<file path="src/design/spq_pkg.sv">
// spq_pkg: shared types and constants of the sorted priority queue
// holds payload structs, status codes and the per-cell control struct
// no dependencies
package spq_pkg;

  localparam int unsigned DefaultDepth = 16;
  localparam int unsigned ItemW        = 16;
  localparam int unsigned PrioW        = 16;
  localparam int unsigned CountW       = 5;

  // operation kinds
  localparam logic KIND_INSERT = 1'b0;
  localparam logic KIND_REMOVE = 1'b1;

  typedef enum logic [1:0] {
    ST_DONE  = 2'd0,
    ST_FULL  = 2'd1,
    ST_EMPTY = 2'd2
  } spq_status_e;

  typedef struct packed {
    logic                    kind;
    logic [ItemW-1:0]        item_in;
    logic signed [PrioW-1:0] priority_in;
  } spq_in_t;

  typedef struct packed {
    logic [1:0]              status;
    logic [ItemW-1:0]        item_out;
    logic signed [PrioW-1:0] priority_out;
    logic [CountW-1:0]       count;
  } spq_out_t;

  typedef struct packed {
    logic [ItemW-1:0]        item;
    logic signed [PrioW-1:0] prio;
  } spq_entry_t;

  // broadcast from the top level to every cell
  typedef struct packed {
    logic       insert;
    logic       remove;
    spq_entry_t entry;
  } spq_ctrl_t;

endpackage

</file>
<file path="src/design/spq_cell.sv">
// spq_cell: one slot of the sorted chain, holds one entry
// compares its priority against the broadcast entry and shifts with its neighbours
// depends on spq_pkg
module spq_cell (
  input  logic               clk_i,
  input  spq_pkg::spq_ctrl_t ctrl_i,
  input  logic               valid_i,
  input  logic               left_ge_i,
  input  spq_pkg::spq_entry_t left_i,
  input  spq_pkg::spq_entry_t right_i,
  output spq_pkg::spq_entry_t entry_o,
  output logic               ge_o
);
  import spq_pkg::*;

  spq_entry_t entry_q, entry_d;

  // entry stays ahead of a new one of equal priority
  assign ge_o = valid_i && (entry_q.prio >= ctrl_i.entry.prio);

  always_comb begin
    entry_d = entry_q;
    if (ctrl_i.insert && !ge_o) begin
      // first cell below the insertion point takes the new entry, the rest shift down
      entry_d = left_ge_i ? ctrl_i.entry : left_i;
    end else if (ctrl_i.remove) begin
      entry_d = right_i;
    end
  end

  always_ff @(posedge clk_i) begin
    entry_q <= entry_d;
  end

  assign entry_o = entry_q;

endmodule

</file>
<file path="src/design/sorted_priority_queue_top.sv">
// sorted_priority_queue_top: sorted priority queue built as a chain of compare-and-shift cells
// holds the entry count, the output register and the row of spq_cell instances
// depends on spq_pkg and spq_cell
//
//   channel | direction | handshake                  | payload
//   --------+-----------+----------------------------+------------------
//   in      | into      | in_valid_i / in_stall_o    | spq_in_t in_data_i
//   out     | out of    | out_valid_o / out_stall_i  | spq_out_t out_data_o
//
// every cell compares and shifts at the same edge, so an insert or remove completes
// at the edge that takes the transfer, and the result is loaded into the output register
// at that same edge
// reset clears the count and output valid; entry contents are left undefined
// the input stalls only while a result is held and the output side stalls
module sorted_priority_queue_top #(
  parameter int unsigned DEPTH = spq_pkg::DefaultDepth
) (
  input  logic              clk_i,
  input  logic              rst_ni,
  input  logic              in_valid_i,
  output logic              in_stall_o,
  input  spq_pkg::spq_in_t  in_data_i,
  output logic              out_valid_o,
  input  logic              out_stall_i,
  output spq_pkg::spq_out_t out_data_o
);
  import spq_pkg::*;

  localparam int unsigned CW = $clog2(DEPTH + 1);

  logic [CW-1:0] count_q, count_d;
  logic          out_valid_q;
  spq_out_t      out_data_q, out_data_d;

  logic       accept;
  logic       is_full, is_empty;
  spq_ctrl_t  ctrl;
  spq_entry_t ent [DEPTH];
  logic       ge  [DEPTH];

  // a finished result parts the two sides; input waits only if it cannot leave
  assign in_stall_o = out_valid_q && out_stall_i;
  assign accept     = in_valid_i && !in_stall_o;

  assign is_full  = (count_q == CW'(DEPTH));
  assign is_empty = (count_q == '0);

  // control broadcast to the whole row
  assign ctrl.insert     = accept && (in_data_i.kind == KIND_INSERT) && !is_full;
  assign ctrl.remove     = accept && (in_data_i.kind == KIND_REMOVE) && !is_empty;
  assign ctrl.entry.item = in_data_i.item_in;
  assign ctrl.entry.prio = in_data_i.priority_in;

  // the cell row, front at index zero
  for (genvar g = 0; g < DEPTH; g++) begin : g_cell
    spq_cell u_cell (
      .clk_i     (clk_i),
      .ctrl_i    (ctrl),
      .valid_i   (CW'(g) < count_q),
      .left_ge_i ((g == 0) ? 1'b1 : ge[(g == 0) ? 0 : g - 1]),
      .left_i    ((g == 0) ? ctrl.entry : ent[(g == 0) ? 0 : g - 1]),
      .right_i   ((g == DEPTH - 1) ? ent[g] : ent[(g == DEPTH - 1) ? g : g + 1]),
      .entry_o   (ent[g]),
      .ge_o      (ge[g])
    );
  end

  // count update and the result of this transfer
  always_comb begin
    count_d                 = count_q;
    out_data_d.status       = ST_DONE;
    out_data_d.item_out     = '0;
    out_data_d.priority_out = '0;
    if (in_data_i.kind == KIND_INSERT) begin
      if (is_full) begin
        out_data_d.status = ST_FULL;
      end else begin
        count_d = count_q + 1'b1;
      end
    end else begin
      if (is_empty) begin
        out_data_d.status = ST_EMPTY;
      end else begin
        count_d                 = count_q - 1'b1;
        out_data_d.item_out     = ent[0].item;
        out_data_d.priority_out = ent[0].prio;
      end
    end
    out_data_d.count = CountW'(count_d);
  end

  always_ff @(posedge clk_i or negedge rst_ni) begin
    if (!rst_ni) begin
      count_q     <= '0;
      out_valid_q <= 1'b0;
    end else begin
      if (accept) begin
        count_q <= count_d;
      end
      if (accept) begin
        out_valid_q <= 1'b1;
      end else if (!out_stall_i) begin
        out_valid_q <= 1'b0;
      end
    end
  end

  // result payload, loaded on each transfer in
  always_ff @(posedge clk_i) begin
    if (accept) begin
      out_data_q <= out_data_d;
    end
  end

  assign out_valid_o = out_valid_q;
  assign out_data_o  = out_data_q;

endmodule
</file>
<file path="config.mk">
export PLATFORM = sky130hd
export DESIGN_NAME = sorted_priority_queue_top
export DESIGN_NICKNAME = d
export VERILOG_FILES = /design/src/design/spq_pkg.sv /design/src/design/spq_cell.sv /design/src/design/sorted_priority_queue_top.sv
export SDC_FILE = /design/constraint.sdc
export NUM_CORES = 1
export LEC_CHECK = 0
export BUFFER_PORTS_ARGS = -buffer_cell sky130_fd_sc_hd__buf_2
export CORE_ASPECT_RATIO = 0.75
export CORE_UTILIZATION = 30
export CTS_CLUSTER_DIAMETER = 100
export DETAILED_ROUTE_END_ITERATION = 7
export MAX_ROUTING_LAYER = met4
export SYNTH_ARGS = -nofsm -noshare
export SYNTH_HDL_FRONTEND = slang
export SYNTH_SLANG_ARGS = --single-unit
export TNS_END_PERCENT = 20
</file>
<file path="constraint.sdc">
create_clock -name clk_i -period 12.2 [get_ports clk_i]
set_clock_uncertainty 0.05 [all_clocks]
set_input_delay 2.44 -clock clk_i [delete_from_list [all_inputs] [get_ports clk_i]]
set_output_delay 2.44 -clock clk_i [all_outputs]
set_load 0.02 [all_outputs]
</file>
# ---- Yosys cells after proc, flatten, opt, wreduce, memory -nomap -nowiden
# Cells that the tools add are included.
dict set report totals {
  reg_bits 557
  latch_bits 0
  mem_bits_rw 0
  romBits 0
  input_bits 37
  output_inout_bits 41
  wordCells 202
  n_memories 0
}
dict set report classes {
  addsub 2
  n_mul 0
  n_div 0
  magnitude_cmp 32
  eq_ne 2
  shifts 0
  mux 53
  bitwise_logic 1
  reduce_logical 74
}
# cell n
set ops {}
lappend ops {{$mux 32} 45}
lappend ops {{$ge 16x16->1} 16}
lappend ops {{$lt 4x5->1 const A} 8}
lappend ops {{$logic_and 1x1->1} 38}
lappend ops {{$reduce_bool 2->1} 15}
lappend ops {{$lt 3x5->1 const A} 4}
lappend ops {{$logic_not 1->1} 19}
lappend ops {{$mux 5} 3}
lappend ops {{$lt 1x5->1 const A} 2}
lappend ops {{$lt 2x5->1 const A} 2}
lappend ops {{$add 5x1->5 const B} 1}
lappend ops {{$eq 5x5->1 const B} 1}
lappend ops {{$logic_not 5->1} 1}
lappend ops {{$sub 5x1->5 const B} 1}
lappend ops {{$mux 2} 2}
lappend ops {{$mux 1} 3}
lappend ops {{$ne 2x1->1 const B} 1}
lappend ops {{$reduce_or 2->1} 1}
lappend ops {{$not 1->1} 1}

# ---- Longest topological paths before layout
# Gate-level depths: netlist (run 1).
dict set report depth {
  ltp_word 7
  ltp_mapped 14
  ltp_nobuf 9
}

# ---- Cells and area by module
# Synthesis (run 1) repeated with hierarchy kept, for this count alone.
dict set report unflattened {
  hier_cells 2857
  hier_area_um2 37691.1
}
# module n_inst cells_each area_each_um2 seq_area_each_um2
set modules_own_cells {}
lappend modules_own_cells {{spq_cell (g_cell[0].u_cell ...)} 13 167 2223.4 960.9}
lappend modules_own_cells {{spq_cell (g_cell[7].u_cell ...)} 3 167 2205.9 960.9}
lappend modules_own_cells {sorted_priority_queue_top 1 185 2169.6 1321.3}

# ---- Worst setup path before layout (run 1)
# Ideal clock, no wire load.
dict set report synth_path {
  kind {input port to flip-flop}
  startpoint {in in_data_i[13] (netlist name)}
  endpoint {reg g_cell[0].u_cell.entry_q (netlist bit g_cell[0].u_cell.entry_o[0]) (enable)}
  setup_ns 0.466
  arrival_time_ns 6.963
  required_ns 11.684
  path_slack_ns 4.721
  stages 11
  n_path_buf 3
  cell_sequence {clkbuf_1 clkbuf_1 inv_1 ha_1 a21o_1 a21oi_1 nor2_1 a2111oi_4 mux2i_4 buf_4 o21ai_0}
}
dict set report synth_via {
  elab_chain_cells 5
}
# element line
set synth_rtl {}
lappend synth_rtl {{start, declared} sorted_priority_queue_top.sv:22} ;# input spq_pkg::spq_in_t in_data_i,
lappend synth_rtl {{$ge 16x16->1} spq_cell.sv:19} ;# assign ge_o = valid_i && (entry_q.prio >= ctrl_i.entry.prio);
lappend synth_rtl {{$logic_and 1x1->1} spq_cell.sv:19}
lappend synth_rtl {{$logic_not 1->1} spq_cell.sv:23} ;# if (ctrl_i.insert && !ge_o) begin
lappend synth_rtl {{$logic_and 1x1->1} spq_cell.sv:23}
lappend synth_rtl {{$reduce_bool 2->1 (no line)} -}
lappend synth_rtl {{end signal, assigned} spq_cell.sv:32} ;# entry_q <= entry_d;
lappend synth_rtl {{end, declared} spq_cell.sv:16} ;# spq_entry_t entry_q, entry_d;
# No other way between the ends.
# A chain may end at the register's enable or synchronous reset.

# ---- Worst setup path after layout (run 1)
dict set report layout_path {
  startpoint {in in_data_i[11] (netlist name)}
  endpoint {reg g_cell[13].u_cell.entry_q (netlist bit g_cell[13].u_cell.entry_o[5]) (enable)}
}
dict set report layout_via {
  elab_chain_cells 5
}
# element line
set layout_rtl {}
lappend layout_rtl {{$ge 16x16->1} spq_cell.sv:19}
lappend layout_rtl {{$logic_and 1x1->1} spq_cell.sv:19}
lappend layout_rtl {{$logic_not 1->1} spq_cell.sv:23}
lappend layout_rtl {{$logic_and 1x1->1} spq_cell.sv:23}
lappend layout_rtl {{$reduce_bool 2->1 (no line)} -}
lappend layout_rtl {{end signal, assigned} spq_cell.sv:32}
lappend layout_rtl {{end, declared} spq_cell.sv:16}
# No other way between the ends.

==> results of run 1 <==
## placed cells by master (no fill, tap or decap), types with 70 or more instances in the layout
cell type,synthesis,final
buf_4,38,70
o211ai_1,77,77
nand2_1,193,191
buf_2,62,77
nor2_1,217,217
o21ai_0,88,86
edfxtp_1,551,551
ha_1,259,259
a31oi_1,96,95
mux2_2,153,153
a21oi_1,373,370
mux2i_1,361,360
## area by class of cell
type	count	area, um^2	share of cell area (%)
diodes	4	10.0	0.0259
clock buffers	67	1550	4.01
clock inverters	46	382	0.988
inverters	51	191	0.496
multi-input cells	2214	17000	43.9
flip-flops and latches	557	16700	43.2
well taps	1526	1910	4.94
repair buffers	147	911	2.36
## final timing paths
kind                                                    startpoint                                       to  slack (ns)
max in group asynchronous                                   rst_ni                   count_q[2]$_DFFE_PN0P_       10.04
setup / recovery                                     in_data_i[11]   g_cell[13].u_cell.entry_o[5]$_DFFE_PP_        5.60
setup reg to reg                            count_q[1]$_DFFE_PN0P_   g_cell[5].u_cell.entry_o[30]$_DFFE_PP_        7.06
min in group asynchronous                                   rst_ni                  out_valid_o$_DFFE_PN0P_        1.70
hold / removal             g_cell[15].u_cell.entry_o[21]$_DFFE_PP_  g_cell[14].u_cell.entry_o[21]$_DFFE_PP_        0.47
hold reg to reg            g_cell[15].u_cell.entry_o[21]$_DFFE_PP_  g_cell[14].u_cell.entry_o[21]$_DFFE_PP_        0.47
## worst reg2reg max path, delay by kind of cell (launching register included)
kind	cells	cell delay, ns
flip-flops	1	0.70
adder cells (fa/ha/maj)	1	0.27
AND/OR/NAND/NOR	4	1.53
AO/OA/AOI/OAI	1	0.26
buffers and inverters	4	2.00
## power groups by stage
stage	clock network (mW)	logic (mW)	registers, mW
after floorplan	0	2.32	2.86
after global placement	0	2.90	3.00
after detailed placement	0	2.94	3.00
after CTS	1.88	2.95	2.96
after global routing	1.94	3.24	3.01
final	1.83	2.96	2.97
## per-layer routing
layer / vias to the layer above / global-route usage [%] / part of all wire [%]
met4: 0 / 3.94 / 2.0
met2: 882 / 22.1 / 39
met3: 122 / 2.44 / 7.1
li1: 11600 / - / -
met1: 11600 / 26.7 / 52
met5: - / - / 0
## flip-flops by register name, summed over array words and instances (netlist names)
signal                 cells
count_q                    5
g_cell.u_cell.entry_o    512
out_data_o                39
out_valid_o                1
## cell families after synthesis
| family | Yosys count |
|---|---|
| AOI/OAI and AO/OA | 758 |
| muxes | 587 |
| adders and majority gates | 259 |
| and+or+nand+nor | 606 |
| xor gates and xnor gates | 4 |
| buffers and inverters | 290 |
| DFF | 557 |
==> summary.md, run 1 <==
| Metric | Value |
|---|---|
| Hold buffer count at CTS | `0` |
| Number of placed cells counting well taps | `4495` |
| Hold slack | `0.471 ns` |
| Final count of negative-setup-slack endpoints | `0` |
| Power after layout | `7.77 mW` |
| Distinct cells, synth | `87` |
| Arrival time worst endpoint | `6.87 ns` |
| Post-synthesis instance area | `34900 um^2` |
| Initial antenna violation count | `8` |
| Maximum number of pins on one net before global-route repair | `95` |
| Cells on Worst Hold Path | `1` |
| Cell count along the critical path | `12` |
| Combinational share of power | `38.2%` |
| Floorplan die area | `118000 um^2` |
| Mean area per synthesized cell | `11.4 um^2` |
| Switching share of power | `37.1%` |
| Peak supply drop | `0.146 mV` |
| Drt via density | `5.26` |
| Post-synth EDFFs | `551` |
| Path type of the worst min-delay path | `reg2reg` |
| Synthesized netlist cell count | `3061` |
| # clock sinks | `557` |
| Height of the die | `297 um` |
| FILL cells | `11400` |
| Clock power frac | `23.6%` |
| Clock Tree Buf Depth | `3` |
| Number of clock buffers inserted by TritonCTS | `61` |
| Synth Net Count | `3357` |
| Post-DP HPWL | `72.5 mm` |
| Xor/xnor share of the synthesized area | `0.100%` |
| Total core area | `114000 um^2` |
| Cell Rows | `107` |
| Total negative slack | `0 ns` |
| Total Routing Usage GR | `16.9%` |
| Post-route ant nets | `0` |
| Post-synth top flop | `edfxtp_1` |
| Synthesized-area fraction occupied by ao, oa, aoi and oai cells | `13.0%` |
| Outcome | `finished clean` |
| Critical Path Slowest Stage Cell | `o31a_2` |
| Syn. warnings | `0` |
| Area Overhead vs Synth | `10.6%` |
| Achievable Freq | `0.152 GHz` |
| Final worst path period share | `54.1%` |
| Final count of pins violating max slew | `0` |
| Critical Path, Cell by Cell | `buf_2 -> inv_1 -> buf_4 -> ha_1 -> a21oi_1 -> o21ai_1 -> a2111oi_0 -> o31a_2 -> o21a_2 -> o21a_1 -> nand2b_1 -> buf_4` |
| CTS H-tree lvls | `2` |
| Launching element type of the critical path | `primary input` |
| GPL Wtd Cong | `0.894` |
| Crit path capture type | `flip-flop` |
| PortBufs | `77` |
| Leakage | `15.4 nW` |
| Most frequent cell after synthesis | `edfxtp_1` |
| Simple-gate portion of the synthesized area | `7.99%` |
| Crit path kind | `in2reg` |
| Share of the core filled with cells in the final layout | `33.7%` |
| Routed WL | `99.3 mm` |
| Top Family by Delay on Critical Path | `compound AO/OA/AOI/OAI gates` |
| DRC errors left | `0` |
| Fin nets | `3328` |
| Commonest cells in the netlist | `edfxtp_1 (551), a21oi_1 (373), mux2i_1 (361)` |
| Fraction of layout cells with a size suffix above 1 | `14.7%` |
| Multiplexer fraction of the synthesized cell area | `17.8%` |
| Transition at the pin with the smallest max-transition slack | `1.16 ns` |
| Number of vias in the routed layout | `24300` |
| Initial core utilization | `30.5%` |
| Final-report hold violation count | `0` |
| Flop pwr share | `38.3%` |
| Worst-path clk slew | `0.06 ns` |
| Dominant combinational cell family by area after synthesis | `multiplexers` |
| Post-route minimum period | `6.60 ns` |
| Ratio of total power to cell area | `201 nW/um^2` |
| Via count of the first global-routing pass | `23000` |
| Clock tree from TritonCTS | `built` |
| Net Sw Power | `2.88 mW` |
| Sequential share of the synthesized area | `47.8%` |
| Post-placement worst setup slack | `5.01 ns` |
| Top cell type by total area after synthesis | `edfxtp_1` |
| First-pass GRT wire length | `150 mm` |
| Critical path required time | `12.47 ns` |
| Final Instance Area | `38600 um^2` |
| Non-filler cells in the finished layout | `4612` |
| Die Span X | `396 um` |
| Overall overflow remaining after global route | `0` |
| Worst-path fanout max | `33` |
| Relative slew slack | `22.3%` |
| Detailed-router iteration count before antenna repair | `5` |
| Max-Cap Viols | `0` |
| Number of cells traversed by the worst register-to-register path | `10` |
| Proportion of netlist area held by the largest area contributor | `47.4%` |
| Root Driver | `clkbuf_16` |
| Final worst setup slack | `5.60 ns` |
| Io pins | `78` |
| Post-CTS resize count | `0` |
| Internal Power | `4.88 mW` |
| Most frequent cell on the critical path | `buf_4` |
| Synth async-reset ratio | `1.08%` |
| Routed len/inst | `21.5 um` |
| Unrepaired setup endpoints after global routing | `no` |
| Post-synthesis register bit count | `557` |
| Later-pin clock latency in the skew report | `0.66 ns` |
| Cell Area, Placed | `36700 um^2` |
| Buf+Inv Stages, Crit Path | `4` |
| Cell types with the largest area share after synthesis | `edfxtp_1 (47%), mux2i_1 (10%), ha_1 (9.3%), a21oi_1 (5.3%), mux2_2 (4.9%)` |
| Setup fix buffers added after clock tree synthesis | `0` |
| Biggest cell delay along the critical path | `0.72 ns` |
| Adder-cell share of the synthesized area | `9.28%` |
| DRT iter0 DRCs | `2551` |
No activity file was read; power rests on OpenSTA's default activity.
==> run 2, diff against run 1 <==
==> constraint.sdc (replaced) <==
create_clock -name clk_i -period 6.65 [get_ports clk_i]
set_clock_uncertainty 0.05 [all_clocks]
set_input_delay 1.33 -clock clk_i [delete_from_list [all_inputs] [get_ports clk_i]]
set_output_delay 1.33 -clock clk_i [all_outputs]
set_load 0.02 [all_outputs]
==> run 2 against run 1 <==
Against the previous run:
- critical path depth is 1 lower
- via count is 0.49% lower
- flip-flop and latch count unchanged
- cell area increased by 0.20%
- first-iteration DRC count down 11%
- wire length fell by 4.2%
- non-clock buffer count up 8
- cell count is essentially flat
- count of clock-buffer cells in the layout up 1
- worst setup slack got worse by 4.1 ns
- sequential share of layout area shrank 0.088 points
- critical endpoint is now g_cell[1].u_cell.entry_o[22]$_DFFE_PP_
- largest power group unchanged
==> summary.md, run 2 (same netlist as run 1, synthesis figures left out) <==
| Metric | Value |
|---|---|
| Outcome | `finished clean` |
| Unrepaired setup endpoints after global routing | `no` |
| Worst-path fanout max | `36 (+9.1%)` |
| Post-route ant nets | `0 (unchanged)` |
| Number of clock buffers inserted by TritonCTS | `58 (-4.9%)` |
| Area Overhead vs Synth | `10.9%` |
| Endpoint of the most critical register-to-register path | `g_cell[1].u_cell.entry_o[22]$_DFFE_PP_` |
| Cells on Worst Hold Path | `1 (unchanged)` |
| Final worst path period share | `77.8%` |
| Biggest cell delay along the critical path | `0.55 ns (-0.17 ns)` |
| Launching element type of the critical path | `primary input` |
| Cell Rows | `107 (unchanged)` |
| Top Family by Delay on Critical Path | `simple AND/OR/NAND/NOR gates` |
| Critical Path, Cell by Cell | `buf_2 -> inv_1 -> ha_1 -> nand4_1 -> nor4_2 -> a21boi_0 -> o21ba_2 -> a211o_4 -> nand2_1 -> nand2_1 -> buf_4` |
| Sink of the worst hold path | `g_cell[14].u_cell.entry_o[30]$_DFFE_PP_` |
| Clock tree from TritonCTS | `built` |
| Ratio of total power to cell area | `366 nW/um^2 (+82%)` |
| Relative slew slack | `15.0% (-7.3 points)` |
| Met1 demand-to-capacity share in global routing | `25.4% (-1.2 points)` |
| Commonest cells after routing, fill and taps aside | `edfxtp_1 (551), a21oi_1 (370), mux2i_1 (360)` |
| Total Routing Usage GR | `16.1% (-0.82 points)` |
| Later-pin clock latency in the skew report | `0.66 ns (about the same)` |
| Arrival time worst endpoint | `5.46 ns (-1.41 ns)` |
| First-pass GRT wire length | `144 mm (-3.6%)` |
| Overall overflow remaining after global route | `0 (unchanged)` |
| Leakage | `15.4 nW (+0.15%)` |
| FILL cells | `11400 (+0.19%)` |
| Post-CTS resize count | `0 (unchanged)` |
| Final count of negative-setup-slack endpoints | `0 (unchanged)` |
| Achievable Freq | `0.193 GHz` |
| Hold path startpoint | `g_cell[15].u_cell.entry_o[30]$_DFFE_PP_` |
| Height of the die | `297 um (unchanged)` |
| DRC errors left | `0 (unchanged)` |
| Peak supply drop | `0.224 mV (+53%)` |
| Most common library cell in the layout ignoring fill and taps | `edfxtp_1` |
| Floorplan die area | `118000 um^2 (unchanged)` |
| Die Span X | `396 um (unchanged)` |
| DRT iter0 DRCs | `2263 (-11%)` |
| Setup fix buffers added after clock tree synthesis | `0 (unchanged)` |
| Crit path capture type | `flip-flop` |
| Critical path required time | `6.93 ns (-5.54 ns)` |
| Number of vias in the routed layout | `24200 (-0.49%)` |
| GRT met3 Usage | `2.69% (+0.25 points)` |
| Max FFs per register | `512 (unchanged)` |
| GPL Wtd Cong | `0.898 (+0.51%)` |
| Clock Tree Buf Depth | `3 (unchanged)` |
| Total negative slack | `0 ns (unchanged)` |
| CTS H-tree lvls | `2 (unchanged)` |
| Routed len/inst | `20.6 um (-4.3%)` |
| Post-route minimum period | `5.17 ns` |
| Path type of the worst min-delay path | `reg2reg` |
| Via count of the first global-routing pass | `22800 (-0.80%)` |
| Final-report hold violation count | `0 (unchanged)` |
| Routed WL | `95.2 mm (-4.2%)` |
| Maximum number of pins on one net before global-route repair | `95 (unchanged)` |
| Detailed-router iteration count before antenna repair | `6 (+1)` |
| Critical Path Slowest Stage Cell | `inv_1` |
| Reg-to-reg critical path startpoint | `count_q[4]$_DFFE_PN0P_` |
| Total core area | `114000 um^2 (unchanged)` |
| Most frequent cell on the critical path | `nand2_1` |
| PortBufs | `77 (unchanged)` |
| Crit path kind | `in2reg` |
| Worst-path clk slew | `0.06 ns (about the same)` |
| Initial antenna violation count | `10 (+2)` |
| Post-DP HPWL | `70.6 mm (-2.6%)` |
| Grt met2 use | `20.6% (-1.5 points)` |
| Gr busiest metal | `met1` |
| Io pins | `78 (unchanged)` |
| Fin nets | `3333 (+0.15%)` |
| Final count of pins violating max slew | `0 (unchanged)` |
| Number of cells traversed by the worst register-to-register path | `8 (-2)` |
| # clock sinks | `557 (unchanged)` |
| Buf+Inv Stages, Crit Path | `3 (-1)` |
| Root Driver | `clkbuf_16` |
| Max-Cap Viols | `0 (unchanged)` |
| Hold buffer count at CTS | `0 (unchanged)` |
| Worst reg2reg setup slack | `2.60 ns (-4.46 ns)` |
| Drt via density | `5.23 (-0.58%)` |
| Initial core utilization | `30.5% (unchanged)` |
| Transition at the pin with the smallest max-transition slack | `1.27 ns (+0.110 ns)` |
| Hold slack | `0.474 ns (+0.00275 ns)` |
| Fraction of layout cells with a size suffix above 1 | `14.4% (-0.24 points)` |
[run 2: worst max path at each step]
stage | startpoint | endpoint | slack (ns) | depth (start not counted)
2_1_floorplan | in_data_i[13] | g_cell[0].u_cell.entry_o[0]$_DFFE_PP_ | 0.28 | 11
3_3_place_gp | in_data_i[12] | g_cell[1].u_cell.entry_o[25]$_DFFE_PP_ | 0.94 | 11
3_5_place_dp | in_data_i[12] | g_cell[1].u_cell.entry_o[25]$_DFFE_PP_ | 0.82 | 11
4_1_cts | in_data_i[12] | g_cell[1].u_cell.entry_o[22]$_DFFE_PP_ | 1.53 | 11
5_1_grt | in_data_i[12] | g_cell[1].u_cell.entry_o[25]$_DFFE_PP_ | 1.25 | 11
6_report | in_data_i[12] | g_cell[1].u_cell.entry_o[22]$_DFFE_PP_ | 1.48 | 11
[run 2: routing by layer]
metal | vias up | wire, um
met5 | - | 0
met4 | 0 | 2150
met3 | 130 | 7150
met2 | 848 | 36200
met1 | 11500 | 49600
li1 | 11700 | -
[run 2: final cells by class]
type	instances	area (um^2)	share of cell area (%)
multi-input combinational	2214	17000	43.9
sequential	557	16700	43.1
tap	1526	1910	4.93
clock buffer	68	1490	3.85
timing repair buffer	155	1010	2.61
clock inverter	39	418	1.08
inverter	51	191	0.495
antenna	6	15.0	0.0388
[run 2: worst reg2reg max path, stage by stage (launching register included)]
cell and delay (ns):
dfrtp_1 0.88, or2_1 0.28, nor2_2 0.09, nand2_1 0.82, and2_1 0.32, nand2_1 0.12, buf_4 0.25, nand2_1 0.51
buf_4 0.42
[run 2: where the power goes]
group | switching (mW) | leakage [nW] | internal, mW
registers | 0.556 | 5.25 | 4.89
clock network | 1.45 | 0.927 | 1.91
logic | 3.12 | 9.25 | 2.22
total | 5.13 | 15.4 | 9.02
[run 2: through the flow]
step	util, %	setup slack (ns)	cell area [um^2]	power [mW]	cells
2_1_floorplan	-	0.281	34900	9.51	3061
4_1_cts	33.8	1.53	38700	14.2	4610
3_3_place_gp	32.1	0.944	36800	10.7	4503
5_1_grt	33.8	1.25	38700	14.9	4615
6_report	33.8	1.48	38700	14.1	4616
3_5_place_dp	32.1	0.817	36800	10.8	4503
==> run 3, diff against run 2 <==
==> constraint.sdc (replaced) <==
create_clock -name clk_i -period 4.4 [get_ports clk_i]
set_clock_uncertainty 0.05 [all_clocks]
set_input_delay 0.88 -clock clk_i [delete_from_list [all_inputs] [get_ports clk_i]]
set_output_delay 0.88 -clock clk_i [all_outputs]
set_load 0.02 [all_outputs]
==> run 3 against run 2 <==
Against the previous run:
- sequential power up 50%
- count of clock-buffer cells in the layout rose by 5
- global-route usage is 0.32 points lower
- non-clock buffer count up 45
- critical endpoint is now g_cell[1].u_cell.entry_o[29]$_DFFE_PP_
- critical path type unchanged
- cell area increased by 1.2%
- die area unchanged
- largest cell class unchanged
- combinational power grew 56%
- worst setup slack worse by 0.77 ns
- via count up 0.74%
- cell count increased by 0.95%
- utilization increased by 0.41 points
==> summary.md, run 3 (same netlist as run 1, synthesis figures left out) <==
| Metric | Value |
|---|---|
| Area Overhead vs Synth | `12.2%` |
| Height of the die | `297 um (unchanged)` |
| Post-placement worst setup slack | `0.0702 ns (-0.747 ns)` |
| Worst-path clk slew | `0.06 ns (about the same)` |
| Via count of the first global-routing pass | `22700 (-0.44%)` |
| First-pass GRT wire length | `142 mm (-1.5%)` |
| Maximum number of pins on one net before global-route repair | `65 (-32%)` |
| Later-pin clock latency in the skew report | `0.66 ns (about the same)` |
| GPL Wtd Cong | `0.902 (+0.45%)` |
| Post-route minimum period | `3.70 ns` |
| Final Instance Area | `39200 um^2 (+1.2%)` |
| Worst-path fanout max | `19 (-47%)` |
| Ratio of total power to cell area | `543 nW/um^2 (+49%)` |
| Unrepaired setup endpoints after global routing | `no` |
| Routed WL | `93.0 mm (-2.3%)` |
| # clock sinks | `557 (unchanged)` |
| Final count of negative-setup-slack endpoints | `0 (unchanged)` |
| Critical Path Slowest Stage Cell | `inv_1` |
| Peak supply drop | `0.322 mV (+44%)` |
| Relative slew slack | `31.1% (+16 points)` |
| Crit path capture type | `flip-flop` |
| PortBufs | `77 (unchanged)` |
| DRC errors left | `0 (unchanged)` |
| Final-report hold violation count | `0 (unchanged)` |
| Io pins | `78 (unchanged)` |
| Overall overflow remaining after global route | `0 (unchanged)` |
| Initial antenna violation count | `12 (+2)` |
| CTS H-tree lvls | `2 (unchanged)` |
| Total Routing Usage GR | `15.8% (-0.32 points)` |
| Launching element type of the critical path | `primary input` |
| Number of vias in the routed layout | `24300 (+0.74%)` |
| Total negative slack | `0 ns (unchanged)` |
| Power after layout | `21.3 mW (+50%)` |
| Arrival time worst endpoint | `4.02 ns (-1.44 ns)` |
| Root Driver | `clkbuf_16` |
| Detailed-router iteration count before antenna repair | `6 (unchanged)` |
| Transition at the pin with the smallest max-transition slack | `1.03 ns (-0.244 ns)` |
| Clock tree from TritonCTS | `built` |
| Critical path required time | `4.72 ns (-2.21 ns)` |
| Non-filler cells in the finished layout | `4660 (+0.95%)` |
| Die Span X | `396 um (unchanged)` |
| Critical Path, Cell by Cell | `buf_2 -> inv_1 -> ha_1 -> a21o_1 -> a21oi_1 -> nor2_1 -> a2111oi_4 -> mux2i_4 -> buf_4 -> mux2i_1 -> a31oi_1` |
| Number of placed cells counting well taps | `4548 (+1.0%)` |
| Leakage | `15.7 nW (+1.6%)` |
| Share of the core filled with cells in the final layout | `34.2% (+0.41 points)` |
| Hold buffer count at CTS | `0 (unchanged)` |
| Max FFs per register | `512 (unchanged)` |
| Post-DP HPWL | `70.3 mm (-0.30%)` |
| Drt via density | `5.22 (-0.21%)` |
| Routed len/inst | `20.0 um (-3.2%)` |
| Setup fix buffers added after clock tree synthesis | `0 (unchanged)` |
| Outcome | `finished clean` |
| Fraction of layout cells with a size suffix above 1 | `15.6% (+1.1 points)` |
| Initial core utilization | `30.5% (unchanged)` |
| Max-Cap Viols | `0 (unchanged)` |
| Commonest cells after routing, fill and taps aside | `edfxtp_1 (551), a21oi_1 (370), mux2i_1 (360)` |
| Post-CTS resize count | `0 (unchanged)` |
| Final worst setup slack | `0.701 ns (-0.775 ns)` |
| Total core area | `114000 um^2 (unchanged)` |
| Crit path kind | `in2reg` |
| Most common library cell in the layout ignoring fill and taps | `edfxtp_1` |
| Cell Rows | `107 (unchanged)` |
| Fin nets | `3377 (+1.3%)` |
| Biggest cell delay along the critical path | `0.60 ns (+0.05 ns)` |
| Flop pwr share | `38.4% (about the same)` |
| Number of clock buffers inserted by TritonCTS | `57 (-1.7%)` |
| Path type of the worst min-delay path | `in2async` |
| Cell Area, Placed | `37400 um^2 (+1.7%)` |
| Combinational share of power | `39.1% (+1.3 points)` |
| Achievable Freq | `0.270 GHz` |
| Post-route ant nets | `0 (unchanged)` |
| Clock Tree Buf Depth | `3 (unchanged)` |
| Switching share of power | `36.2% (about the same)` |
| Final count of pins violating max slew | `0 (unchanged)` |
| Net Sw Power | `7.71 mW (+50%)` |
| Clock power frac | `22.5% (-1.2 points)` |
| Hold slack | `0.0755 ns (-0.398 ns)` |
| Final worst path period share | `84.1%` |
| Internal Power | `13.6 mW (+50%)` |
| Floorplan die area | `118000 um^2 (unchanged)` |
| DRT iter0 DRCs | `2344 (+3.6%)` |
[run 3: cell count changes in the layout (fill, tap and decap cells not counted), sizes merged]
cell / before / now
clkinv: 28 / 24
buf: 155 / 200
clkinvlp: 1 / 0
bufinv: 8 / 4
clkbuf: 68 / 73
diode: 6 / 9
[run 3: layout make-up]
type                    count  area (um^2)
diodes                      9         22.5
inverters                  51          191
clock inverters            30          277
multi-input cells        2214        17000
clock buffers              73         1490
repair buffers            200         1610
flip-flops and latches    557        16700
well taps                1526         1910
fillers                 11500        75300
[run 3: per-layer routing]
layer | global-route usage (%) | vias up | part of all wire, %
li1 | - | 11700 | -
met1 | 25.0 | 11600 | 53
met3 | 2.43 | 121 | 7.0
met5 | - | - | 0
met4 | 3.87 | 0 | 2.2
met2 | 20.2 | 852 | 38
[run 3: final timing paths]
check	from	end	slack [ns]	cells after the start
worst max-delay path	in_data_i[13]	g_cell[1].u_cell.entry_o[29]$_DFFE_PP_	0.70	11
worst min-delay path	rst_ni	count_q[1]$_DFFE_PN0P_	0.08	1
worst max register to register	count_q[1]$_DFFE_PN0P_	g_cell[2].u_cell.entry_o[7]$_DFFE_PP_	0.88	7
worst min register to register	g_cell[15].u_cell.entry_o[20]$_DFFE_PP_	g_cell[14].u_cell.entry_o[20]$_DFFE_PP_	0.48	1
max in group asynchronous	rst_ni	count_q[2]$_DFFE_PN0P_	3.97	1
min in group clk_i	in_valid_i	out_valid_o$_DFFE_PN0P_	0.45	2
[run 3: critical path: cells and delay by family]
kind,cells,cell delay [ns]
AOI/OAI and AO/OA,4,0.84
muxes,2,0.67
buffers and inverters,3,1.11
and+or+nand+nor,1,0.10
adders and majority gates,1,0.37
[run 3: power by group through the flow]
stage	registers, mW	clock network [mW]	logic (mW)
after global routing	8.29	5.09	9.12
final	8.18	4.79	8.32
after global placement	8.26	0	8.09
after CTS	8.16	4.90	8.29
after floorplan	7.93	0	6.45
after detailed placement	8.27	0	8.26
